--- src/rtl/copy_insert_delta_decoder_core_defines.svh ---
// ----------------------------------------------------------------------------
// Assertion macros for the copy/insert delta decoder
// Shared property wrappers; every property is clocked on aclk and is
// switched off while aresetn is low.
// ----------------------------------------------------------------------------
`ifndef COPY_INSERT_DELTA_DECODER_CORE_DEFINES_SVH
`define COPY_INSERT_DELTA_DECODER_CORE_DEFINES_SVH

// Same-cycle implication.
`define CIDD_ASSERT_NOW(label, ante, cons, msg) \
    label: assert property (@(posedge aclk) disable iff (!aresetn) \
        (ante) |-> (cons)) else $error(msg);

// Next-cycle implication.
`define CIDD_ASSERT_NEXT(label, ante, cons, msg) \
    label: assert property (@(posedge aclk) disable iff (!aresetn) \
        (ante) |=> (cons)) else $error(msg);

`endif

--- src/rtl/cidd_pkg.sv ---
// ----------------------------------------------------------------------------
// Copy/insert delta decoder package
// Parse phases, result kinds, opcodes and the result word layout.
// ----------------------------------------------------------------------------
`default_nettype none

package cidd_pkg;

    // Parser phases.
    typedef enum logic [2:0] {
        PH_HEADER = 3'd0,
        PH_OPCODE = 3'd1,
        PH_COPY   = 3'd2,
        PH_INSLEN = 3'd3,
        PH_INSDAT = 3'd4,
        PH_HALT   = 3'd5
    } phase_t;

    // Result kinds.
    localparam logic [1:0] KIND_LITERAL = 2'd0;
    localparam logic [1:0] KIND_COPY    = 2'd1;
    localparam logic [1:0] KIND_END     = 2'd2;

    // Record opcodes.
    localparam logic [7:0] OP_COPY   = 8'h00;
    localparam logic [7:0] OP_INSERT = 8'h01;

    // End status codes.
    localparam logic STATUS_OK      = 1'b0;
    localparam logic STATUS_CORRUPT = 1'b1;

    // Header layout: four signature bytes, then two 32-bit sizes.
    localparam logic [3:0] HDR_REF_LAST_IDX = 4'd7;
    localparam logic [3:0] HDR_LAST_IDX     = 4'd11;
    localparam logic [3:0] HDR_SIG_LEN      = 4'd4;
    localparam logic [3:0] HDR_REF_END      = 4'd8;
    localparam logic [3:0] COPY_OFF_LEN     = 4'd4;
    localparam logic [3:0] COPY_LAST_IDX    = 4'd5;

    // Output word widths.
    localparam int unsigned TDATA_W = 128;
    localparam int unsigned TUSER_W = 2;

    // One result word.
    typedef struct packed {
        logic [1:0]  kind;
        logic [7:0]  literal_value;
        logic [31:0] ref_offset;
        logic [15:0] copy_length;
        logic [31:0] dest_position;
        logic        status;
        logic [31:0] out_size;
        logic        last_result;
    } result_t;

    // Expected signature byte at header positions 0 to 3.
    function automatic logic [7:0] sig_byte(input logic [1:0] pos);
        logic [7:0] val;
        case (pos)
            2'd0: begin
                val = 8'h4F;
            end
            2'd1: begin
                val = 8'h55;
            end
            2'd2: begin
                val = 8'h43;
            end
            default: begin
                val = 8'h44;
            end
        endcase
        return val;
    endfunction

endpackage

`default_nettype wire

--- src/rtl/copy_insert_delta_decoder_core.sv ---
// ----------------------------------------------------------------------------
// Copy/insert delta decoder core
// Parses a delta stream byte by byte into literal words, copy descriptors and
// an end-of-stream status word.
// ----------------------------------------------------------------------------
// Usage:
// The slave channel takes one delta byte per word in s_tdata, with s_tlast on
// the final byte of a stream. The master channel gives one result word per
// handshake: m_tuser holds the kind (literal, copy or end status), m_tdata the
// packed fields and m_tlast marks the last result caused by one input byte.
// cfg_wr_en/cfg_wr_data load the expected reference size between streams.
// A byte is registered on acceptance and parsed from that register; its
// results enter a two-word result buffer, from which the master side takes
// them. With the receiver ready, one byte is taken every cycle; a byte that
// yields two words (a literal or copy plus the end status) holds the input
// while the buffer drains.
// When m_tready is low the buffer fills, s_tready falls and nothing is lost.
// After reset the parser waits for a header, the buffer is empty and the
// reference size reads zero. Each end status returns the parser to the
// header phase for the next stream; the reference size is kept.
// ----------------------------------------------------------------------------
`default_nettype none

module copy_insert_delta_decoder_core (
    input  wire logic                          aclk,
    input  wire logic                          aresetn,
    // Reference size register.
    input  wire logic                          cfg_wr_en,
    input  wire logic [31:0]                   cfg_wr_data,
    // Delta stream in: tdata = delta_byte[7:0]; tlast = last_byte.
    input  wire logic                          s_tvalid,
    output logic                               s_tready,
    input  wire logic [7:0]                    s_tdata,
    input  wire logic                          s_tlast,
    // Results out.
    output logic                               m_tvalid,
    input  wire logic                          m_tready,
    // tdata = literal_value[7:0], ref_offset[39:8], copy_length[55:40],
    //         dest_position[87:56], status[88], out_size[120:89], zeros above.
    output logic [cidd_pkg::TDATA_W-1:0]       m_tdata,
    // tuser = kind[1:0].
    output logic [cidd_pkg::TUSER_W-1:0]       m_tuser,
    // tlast = last_result.
    output logic                               m_tlast
);

    // Configuration register.
    logic [31:0] ref_size_reg;

    // Input stage.
    logic        in_valid_reg;
    logic [7:0]  in_byte_reg;
    logic        in_last_reg;

    // Parser state.
    cidd_pkg::phase_t phase_reg, phase_next;
    logic [3:0]  idx_reg, idx_next;
    logic [31:0] hdr_ref_reg, hdr_ref_next;
    logic [31:0] tsz_reg, tsz_next;
    logic [31:0] out_count_reg, out_count_next;
    logic [31:0] arg_off_reg, arg_off_next;
    logic [15:0] arg_len_reg, arg_len_next;
    logic        corrupt_reg, corrupt_next;

    // Result buffer.
    cidd_pkg::result_t q0_reg, q1_reg;
    logic [1:0]  cnt_reg;

    // Step results.
    cidd_pkg::result_t data_res, end_res;
    logic        has_data;
    logic        stream_ok;
    logic [31:0] end_count;
    logic        pop;
    logic        fire;
    logic [15:0] len_full;
    logic [32:0] end_ref;
    logic [32:0] end_out;
    logic [32:0] ins_end;
    logic        copy_over;

    // Assertion helpers.
    logic        end_shown;
    logic        parse_idle;

    // Handshakes: a parsed byte may load the buffer only when it drains empty.
    assign pop      = (cnt_reg != 2'd0) && m_tready;
    assign fire     = in_valid_reg && ((cnt_reg == 2'd0) || ((cnt_reg == 2'd1) && pop));
    assign s_tready = !in_valid_reg || fire;

    // Output mapping.
    assign m_tvalid = (cnt_reg != 2'd0);
    assign m_tuser  = q0_reg.kind;
    assign m_tlast  = q0_reg.last_result;
    assign m_tdata  = {7'd0, q0_reg.out_size, q0_reg.status, q0_reg.dest_position,
                       q0_reg.copy_length, q0_reg.ref_offset, q0_reg.literal_value};

    // The full 16-bit length once its high byte is on the input.
    assign len_full = {in_byte_reg, arg_len_reg[7:0]};

    // Overrun sums, kept one bit wider than the operands.
    assign end_ref   = {1'b0, arg_off_reg} + {17'd0, len_full};
    assign end_out   = {1'b0, out_count_reg} + {17'd0, len_full};
    assign ins_end   = end_out;
    assign copy_over = (end_ref > {1'b0, ref_size_reg}) || (end_out > {1'b0, tsz_reg});

    // Parser next state: one byte per step.
    always_comb begin
        phase_next     = phase_reg;
        idx_next       = idx_reg;
        hdr_ref_next   = hdr_ref_reg;
        tsz_next       = tsz_reg;
        out_count_next = out_count_reg;
        arg_off_next   = arg_off_reg;
        arg_len_next   = arg_len_reg;
        corrupt_next   = corrupt_reg;
        case (phase_reg)
            cidd_pkg::PH_HEADER: begin
                if (idx_reg < cidd_pkg::HDR_SIG_LEN) begin
                    if (in_byte_reg != cidd_pkg::sig_byte(idx_reg[1:0])) begin
                        corrupt_next = 1'b1;
                        phase_next   = cidd_pkg::PH_HALT;
                    end else begin
                        idx_next = idx_reg + 4'd1;
                    end
                end else if (idx_reg < cidd_pkg::HDR_REF_END) begin
                    hdr_ref_next[{idx_reg[1:0], 3'b000} +: 8] = in_byte_reg;
                    if ((idx_reg == cidd_pkg::HDR_REF_LAST_IDX) &&
                        (hdr_ref_next != ref_size_reg)) begin
                        corrupt_next = 1'b1;
                        phase_next   = cidd_pkg::PH_HALT;
                    end else begin
                        idx_next = idx_reg + 4'd1;
                    end
                end else begin
                    tsz_next[{idx_reg[1:0], 3'b000} +: 8] = in_byte_reg;
                    if (idx_reg >= cidd_pkg::HDR_LAST_IDX) begin
                        phase_next = (tsz_next == 32'd0) ? cidd_pkg::PH_HALT
                                                         : cidd_pkg::PH_OPCODE;
                        idx_next   = 4'd0;
                    end else begin
                        idx_next = idx_reg + 4'd1;
                    end
                end
            end
            cidd_pkg::PH_OPCODE: begin
                idx_next     = 4'd0;
                arg_off_next = 32'd0;
                arg_len_next = 16'd0;
                if (in_byte_reg == cidd_pkg::OP_COPY) begin
                    phase_next = cidd_pkg::PH_COPY;
                end else if (in_byte_reg == cidd_pkg::OP_INSERT) begin
                    phase_next = cidd_pkg::PH_INSLEN;
                end else begin
                    corrupt_next = 1'b1;
                    phase_next   = cidd_pkg::PH_HALT;
                end
            end
            cidd_pkg::PH_COPY: begin
                idx_next = idx_reg + 4'd1;
                if (idx_reg < cidd_pkg::COPY_OFF_LEN) begin
                    arg_off_next[{idx_reg[1:0], 3'b000} +: 8] = in_byte_reg;
                end else begin
                    arg_len_next[{idx_reg[0], 3'b000} +: 8] = in_byte_reg;
                    if (idx_reg >= cidd_pkg::COPY_LAST_IDX) begin
                        if (copy_over) begin
                            corrupt_next = 1'b1;
                            phase_next   = cidd_pkg::PH_HALT;
                        end else begin
                            out_count_next = end_out[31:0];
                            idx_next       = 4'd0;
                            phase_next     = (end_out[31:0] == tsz_reg) ? cidd_pkg::PH_HALT
                                                                        : cidd_pkg::PH_OPCODE;
                        end
                    end
                end
            end
            cidd_pkg::PH_INSLEN: begin
                arg_len_next[{idx_reg[0], 3'b000} +: 8] = in_byte_reg;
                idx_next = idx_reg + 4'd1;
                if (idx_reg != 4'd0) begin
                    idx_next = 4'd0;
                    if (arg_len_next == 16'd0) begin
                        phase_next = cidd_pkg::PH_OPCODE;
                    end else if (ins_end > {1'b0, tsz_reg}) begin
                        corrupt_next = 1'b1;
                        phase_next   = cidd_pkg::PH_HALT;
                    end else begin
                        phase_next = cidd_pkg::PH_INSDAT;
                    end
                end
            end
            cidd_pkg::PH_INSDAT: begin
                out_count_next = out_count_reg + 32'd1;
                arg_len_next   = arg_len_reg - 16'd1;
                if (arg_len_next == 16'd0) begin
                    phase_next = (out_count_next == tsz_reg) ? cidd_pkg::PH_HALT
                                                             : cidd_pkg::PH_OPCODE;
                end
            end
            default: begin
            end
        endcase

        // End of stream: judge the stream, then back to the header phase.
        stream_ok = !corrupt_next && ((phase_next == cidd_pkg::PH_OPCODE) ||
                                      (phase_next == cidd_pkg::PH_HALT));
        end_count = out_count_next;
        if (in_last_reg) begin
            phase_next     = cidd_pkg::PH_HEADER;
            idx_next       = 4'd0;
            hdr_ref_next   = 32'd0;
            tsz_next       = 32'd0;
            out_count_next = 32'd0;
            arg_off_next   = 32'd0;
            arg_len_next   = 16'd0;
            corrupt_next   = 1'b0;
        end
    end

    // Parser outputs: the literal or copy word and the status word.
    always_comb begin
        has_data = 1'b0;
        data_res = '0;
        case (phase_reg)
            cidd_pkg::PH_COPY: begin
                if ((idx_reg >= cidd_pkg::COPY_LAST_IDX) && !copy_over) begin
                    has_data               = 1'b1;
                    data_res.kind          = cidd_pkg::KIND_COPY;
                    data_res.ref_offset    = arg_off_reg;
                    data_res.copy_length   = len_full;
                    data_res.dest_position = out_count_reg;
                    data_res.out_size      = end_out[31:0];
                end
            end
            cidd_pkg::PH_INSDAT: begin
                has_data               = 1'b1;
                data_res.kind          = cidd_pkg::KIND_LITERAL;
                data_res.literal_value = in_byte_reg;
                data_res.dest_position = out_count_reg;
                data_res.out_size      = out_count_reg + 32'd1;
            end
            default: begin
            end
        endcase
        data_res.last_result = !in_last_reg;
        end_res              = '0;
        end_res.kind         = cidd_pkg::KIND_END;
        end_res.status       = stream_ok ? cidd_pkg::STATUS_OK : cidd_pkg::STATUS_CORRUPT;
        end_res.out_size     = end_count;
        end_res.last_result  = 1'b1;
    end

    // Configuration register.
    always_ff @(posedge aclk) begin
        if (!aresetn) begin
            ref_size_reg <= 32'd0;
        end else if (cfg_wr_en) begin
            ref_size_reg <= cfg_wr_data;
        end
    end

    // Input register.
    always_ff @(posedge aclk) begin
        if (!aresetn) begin
            in_valid_reg <= 1'b0;
        end else if (s_tready) begin
            in_valid_reg <= s_tvalid;
        end
    end

    always_ff @(posedge aclk) begin
        if (s_tvalid && s_tready) begin
            in_byte_reg <= s_tdata;
            in_last_reg <= s_tlast;
        end
    end

    // Parser state registers.
    always_ff @(posedge aclk) begin
        if (!aresetn) begin
            phase_reg     <= cidd_pkg::PH_HEADER;
            idx_reg       <= 4'd0;
            hdr_ref_reg   <= 32'd0;
            tsz_reg       <= 32'd0;
            out_count_reg <= 32'd0;
            arg_off_reg   <= 32'd0;
            arg_len_reg   <= 16'd0;
            corrupt_reg   <= 1'b0;
        end else if (fire) begin
            phase_reg     <= phase_next;
            idx_reg       <= idx_next;
            hdr_ref_reg   <= hdr_ref_next;
            tsz_reg       <= tsz_next;
            out_count_reg <= out_count_next;
            arg_off_reg   <= arg_off_next;
            arg_len_reg   <= arg_len_next;
            corrupt_reg   <= corrupt_next;
        end
    end

    // Result buffer count.
    always_ff @(posedge aclk) begin
        if (!aresetn) begin
            cnt_reg <= 2'd0;
        end else if (fire) begin
            cnt_reg <= {1'b0, has_data} + {1'b0, in_last_reg};
        end else if (pop) begin
            cnt_reg <= cnt_reg - 2'd1;
        end
    end

    // Result buffer words: load on a parsed byte, shift on a pop.
    always_ff @(posedge aclk) begin
        if (fire) begin
            q0_reg <= has_data ? data_res : end_res;
            q1_reg <= end_res;
        end else if (pop) begin
            q0_reg <= q1_reg;
        end
    end

    // Checks.
    assign end_shown  = m_tvalid && (m_tuser == cidd_pkg::KIND_END);
    assign parse_idle = (phase_reg == cidd_pkg::PH_HEADER) && (out_count_reg == 32'd0);

`include "copy_insert_delta_decoder_core_defines.svh"

    `CIDD_ASSERT_NOW(a_cnt_range, 1'b1, cnt_reg != 2'd3, "result buffer count out of range")
    `CIDD_ASSERT_NOW(a_fire_room, fire, (cnt_reg == 2'd0) || pop, "word parsed into a busy buffer")
    `CIDD_ASSERT_NOW(a_end_last, end_shown, m_tlast, "end status not marked last")
    `CIDD_ASSERT_NEXT(a_restart, fire && in_last_reg, parse_idle, "parser not restarted after end")
    `CIDD_ASSERT_NOW(a_count_bound, 1'b1, out_count_reg <= tsz_reg, "count beyond target size")

endmodule

`default_nettype wire
--- config.mk ---
export PLATFORM = sky130hd
export DESIGN_NAME = copy_insert_delta_decoder_core
export DESIGN_NICKNAME = d
export VERILOG_FILES = /design/src/rtl/cidd_pkg.sv /design/src/rtl/copy_insert_delta_decoder_core.sv
export VERILOG_INCLUDE_DIRS = /design/src /design/src/rtl
export SDC_FILE = /design/constraint.sdc
export NUM_CORES = 1
export LEC_CHECK = 0
export BUFFER_PORTS_ARGS = -buffer_cell sky130_fd_sc_hd__buf_4
export CORE_MARGIN = 4
export CORE_UTILIZATION = 51
export DETAILED_ROUTE_END_ITERATION = 8
export PLACE_DENSITY = 0.7
export SLEW_MARGIN = 30
export SYNTH_ARGS = -nofsm -noshare
export SYNTH_HDL_FRONTEND = slang
export SYNTH_SLANG_ARGS = --single-unit
--- constraint.sdc ---
create_clock -name aclk -period 7.61 [get_ports aclk]
set_input_delay 1.522 -clock aclk [delete_from_list [all_inputs] [get_ports aclk]]
set_output_delay 1.522 -clock aclk [all_outputs]
set_load 0.005 [all_outputs]
==> qor.yml <==
worst_setup_path:
  worst-endpoint-required_ns: 7.92
  cp_max_fo: 24
  start_kind: "flip-flop"
  end_kind: "flip-flop"
  critPathKind: "reg2reg"
  cp_data_arrival_time_ns: 6.76
placed_design:
  dpl.hpwl_um: 52900
  gp_congestion: 1.03
  io_buffer_count: 171
finish:
  largest_reg_flops: 121
  layout.nets: 2602
  final_common_cell: "buf_4"
  diodes: 0
  layout-drive-gt1-share: 0.131
  nFillCells: 3692
  mostFrequentLayoutCells: "buf_4 (206), dfxtp_1 (187), edfxtp_1 (166), nand2_1 (146), nor2b_1 (145)"
  area_delta_synth_final_pct: 13.4
hold_path:
  min_path_type: "reg2reg"
die:
  core.rowCount: 75
  dieHeight_um: 214
  die_x_um: 214
  dieArea_mm2: 0.0456
  start_util: 0.515
  pin_count: 179
  coreArea_mm2: 0.0419
power:
  switching_share: 0.279
  power.switching_mw: 1.38
  ir_worst_vdd_mv: 0.189
  p_per_area_mw_per_mm2: 203
  power_frac_clock: 0.382
  p_int_mw: 3.58
  p_total_mw: 4.96
  p_leak_nw: 9.53
  pwr-share-seq: 0.457
  p_comb_frac: 0.161
clock_network:
  cts_tree: "built"
  clock-sinks: 353
  cts_setup_buffers: 0
  ctsHoldBuffers: 0
  htreeDepth: 2
  clkTransAtPathRegs_ns: 0.06
  insertion_delay_ns: 0.57
  cts_root_buffer: "clkbuf_16"
  cts.path.max_buffers: 3
  cts_buffers: 39
  ctsResizeCount: 0
routing:
  routed_wirelength_um: 73300
  drc_errors: 0
  drtIter0Drc: 2046
  first_pass_iters: 5
  vias: 19100
  vias_per_cell: 6.33
  drt-wirelength-per-cell_um: 24.3
  antenna_left: 0
outcome:
  status: "complete, no violations"
timing:
  slew_viol_final: 0
  final_hold_viol_count: 0
  tns_ns: 0
  tightestPinTransition_ns: 1.00
  period_minus_slack_ns: 6.45
  setup_viol: 0
  max_freq_ghz: 0.155
  period_share: 0.848
  slew_headroom: 0.325
  rsz0062_at_grt: "no"
  clock_skew_ns: 0.0230
global_routing:
  top_usage_layer: "met2"
  antenna_found_initial: 0
  grt_first_pass_wirelength_um: 110000
  gr-usage-all-layers: 0.313
  grt_max_degree: 86
  grt_pass1_vias: 18300
  use_met1: 0.401
  grt_util_met2: 0.512
  gr-total-overflow: 0
  grt_use_met3: 0.0446
logic_synthesis:
  synthAdderAreaFrac: 0.0657
  synth_area_mm2: 0.0215
  syn_inst: 2363
  synth_xor_area_frac: 0.0573
  synth_edf_count: 166
  ys_seq_elements: 353
  synthArstFlopShare: 0
  ys_warn_count: 0
  synth-compound-area-share: 0.184
  synth_top_family_by_area: "simple AND/OR/NAND/NOR gates"
  synth.distinct_cells: 95
  avgSynthCellArea_um2: 9.12
  yosysSeqAreaShare: 0.405
  yosys.area_share.simple: 0.210
  synth_flop_cell: "dfxtp_1"
  synth_mux_area_frac: 0.0239
job:
  cap_violations: 0
[kinds of logic after synthesis]
kind of cell               Yosys count
AOI/OAI and AO/OA                  590
xor gates and xnor gates           141
adders and majority gates          112
buffers and inverters              284
DFF                                353
muxes                               50
other                                1
and+or+nand+nor                    832
[metal layers]
layer  vias to the layer above  wire [um]
met2                       845      34200
met4                         0       4470
met5                         -          0
li1                       8860          -
met1                      9151      29600
met3                       205       5060
[synthesized netlist by cell type, drive strengths merged, types with 14 or more instances]
| cell | count | share of area |
|---|---|---|
| nor3 | 76 | 0.018 |
| nand4 | 31 | 0.0093 |
| or3 | 28 | 0.0081 |
| nor2 | 129 | 0.023 |
| nand2b | 16 | 0.0046 |
| edfxtp | 166 | 0.23 |
| mux2i | 38 | 0.018 |
| xnor2 | 101 | 0.041 |
| xor2 | 40 | 0.016 |
| a21oi | 131 | 0.031 |
| and2 | 21 | 0.0061 |
| a31oi | 34 | 0.010 |
| nor4 | 23 | 0.0070 |
| nand3 | 52 | 0.013 |
| a32oi | 52 | 0.021 |
| o21ai | 135 | 0.031 |
| a21boi | 14 | 0.0049 |
| dfxtp | 187 | 0.17 |
| nor2b | 145 | 0.042 |
| nand2 | 147 | 0.026 |
| inv | 107 | 0.019 |
| a21o | 16 | 0.0056 |
| clkbuf | 133 | 0.023 |
| and3 | 96 | 0.028 |
| ha | 110 | 0.064 |
| a211oi | 14 | 0.0051 |
| a22oi | 59 | 0.021 |
| or2 | 15 | 0.0044 |
| buf | 41 | 0.011 |
[path summary, 6_finish.rpt]
path,depth (start not counted),slack [ns],start,end
setup / recovery,20,1.16,arg_len_reg[2],m_tdata[75]
hold / removal,2,0.52,hdr_ref_reg[4],hdr_ref_reg[4]
setup reg to reg,20,1.16,arg_len_reg[2],m_tdata[75]
hold reg to reg,2,0.52,hdr_ref_reg[4],hdr_ref_reg[4]
[worst max-delay path, cell delays in order, from the launching register on]
cell	delay (ns)
dfxtp_1	0.58
ha_1	0.36
nor2b_1	0.16
o31a_1	0.27
o31ai_1	0.51
a21boi_0	0.19
o21a_1	0.27
o21a_1	0.31
nand2_1	0.13
xnor2_1	0.09
ha_1	0.32
nand4_1	0.13
nor4_1	0.51
nand3_1	0.18
o2111a_1	0.29
a221o_1	0.37
and4bb_1	0.27
a21oi_4	0.63
inv_2	0.14
buf_4	0.26
and3_1	0.22
[through the flow]
| step | worst slack (ns) | cells | cell area (um^2) | utilization | hold WS [ns] |
|---|---|---|---|---|---|
| after CTS | 1.18 | 3013 | 24400 | 0.584 | 0.516 |
| after floorplan | 1.71 | 2369 | 21600 | - | 0.454 |
| after global placement | 1.46 | 2942 | 23100 | 0.552 | 0.486 |
| final | 1.16 | 3013 | 24400 | 0.584 | 0.515 |
| after global routing | 0.667 | 3013 | 24400 | 0.584 | 0.535 |
| after detailed placement | 1.20 | 2942 | 23200 | 0.553 | 0.496 |
[area by class of cell]
type | instances | area [um^2] | area share
clock buffer | 54 | 1130 | 0.0464
clock inverter | 17 | 130 | 0.00533
inverter | 110 | 415 | 0.0170
multi-input combinational | 1732 | 11800 | 0.482
sequential | 353 | 8730 | 0.357
tap | 539 | 674 | 0.0276
timing repair buffer | 208 | 1580 | 0.0646
[power by group through the flow]
stage	clock network (mW)	logic [mW]	registers (mW)
final	1.89	0.800	2.27
after global routing	1.99	0.869	2.28
after CTS	1.92	0.797	2.27
after detailed placement	0	0.793	2.31
after global placement	0	0.780	2.30
after floorplan	0	0.409	2.31
(Power assumes the default switching activity.)
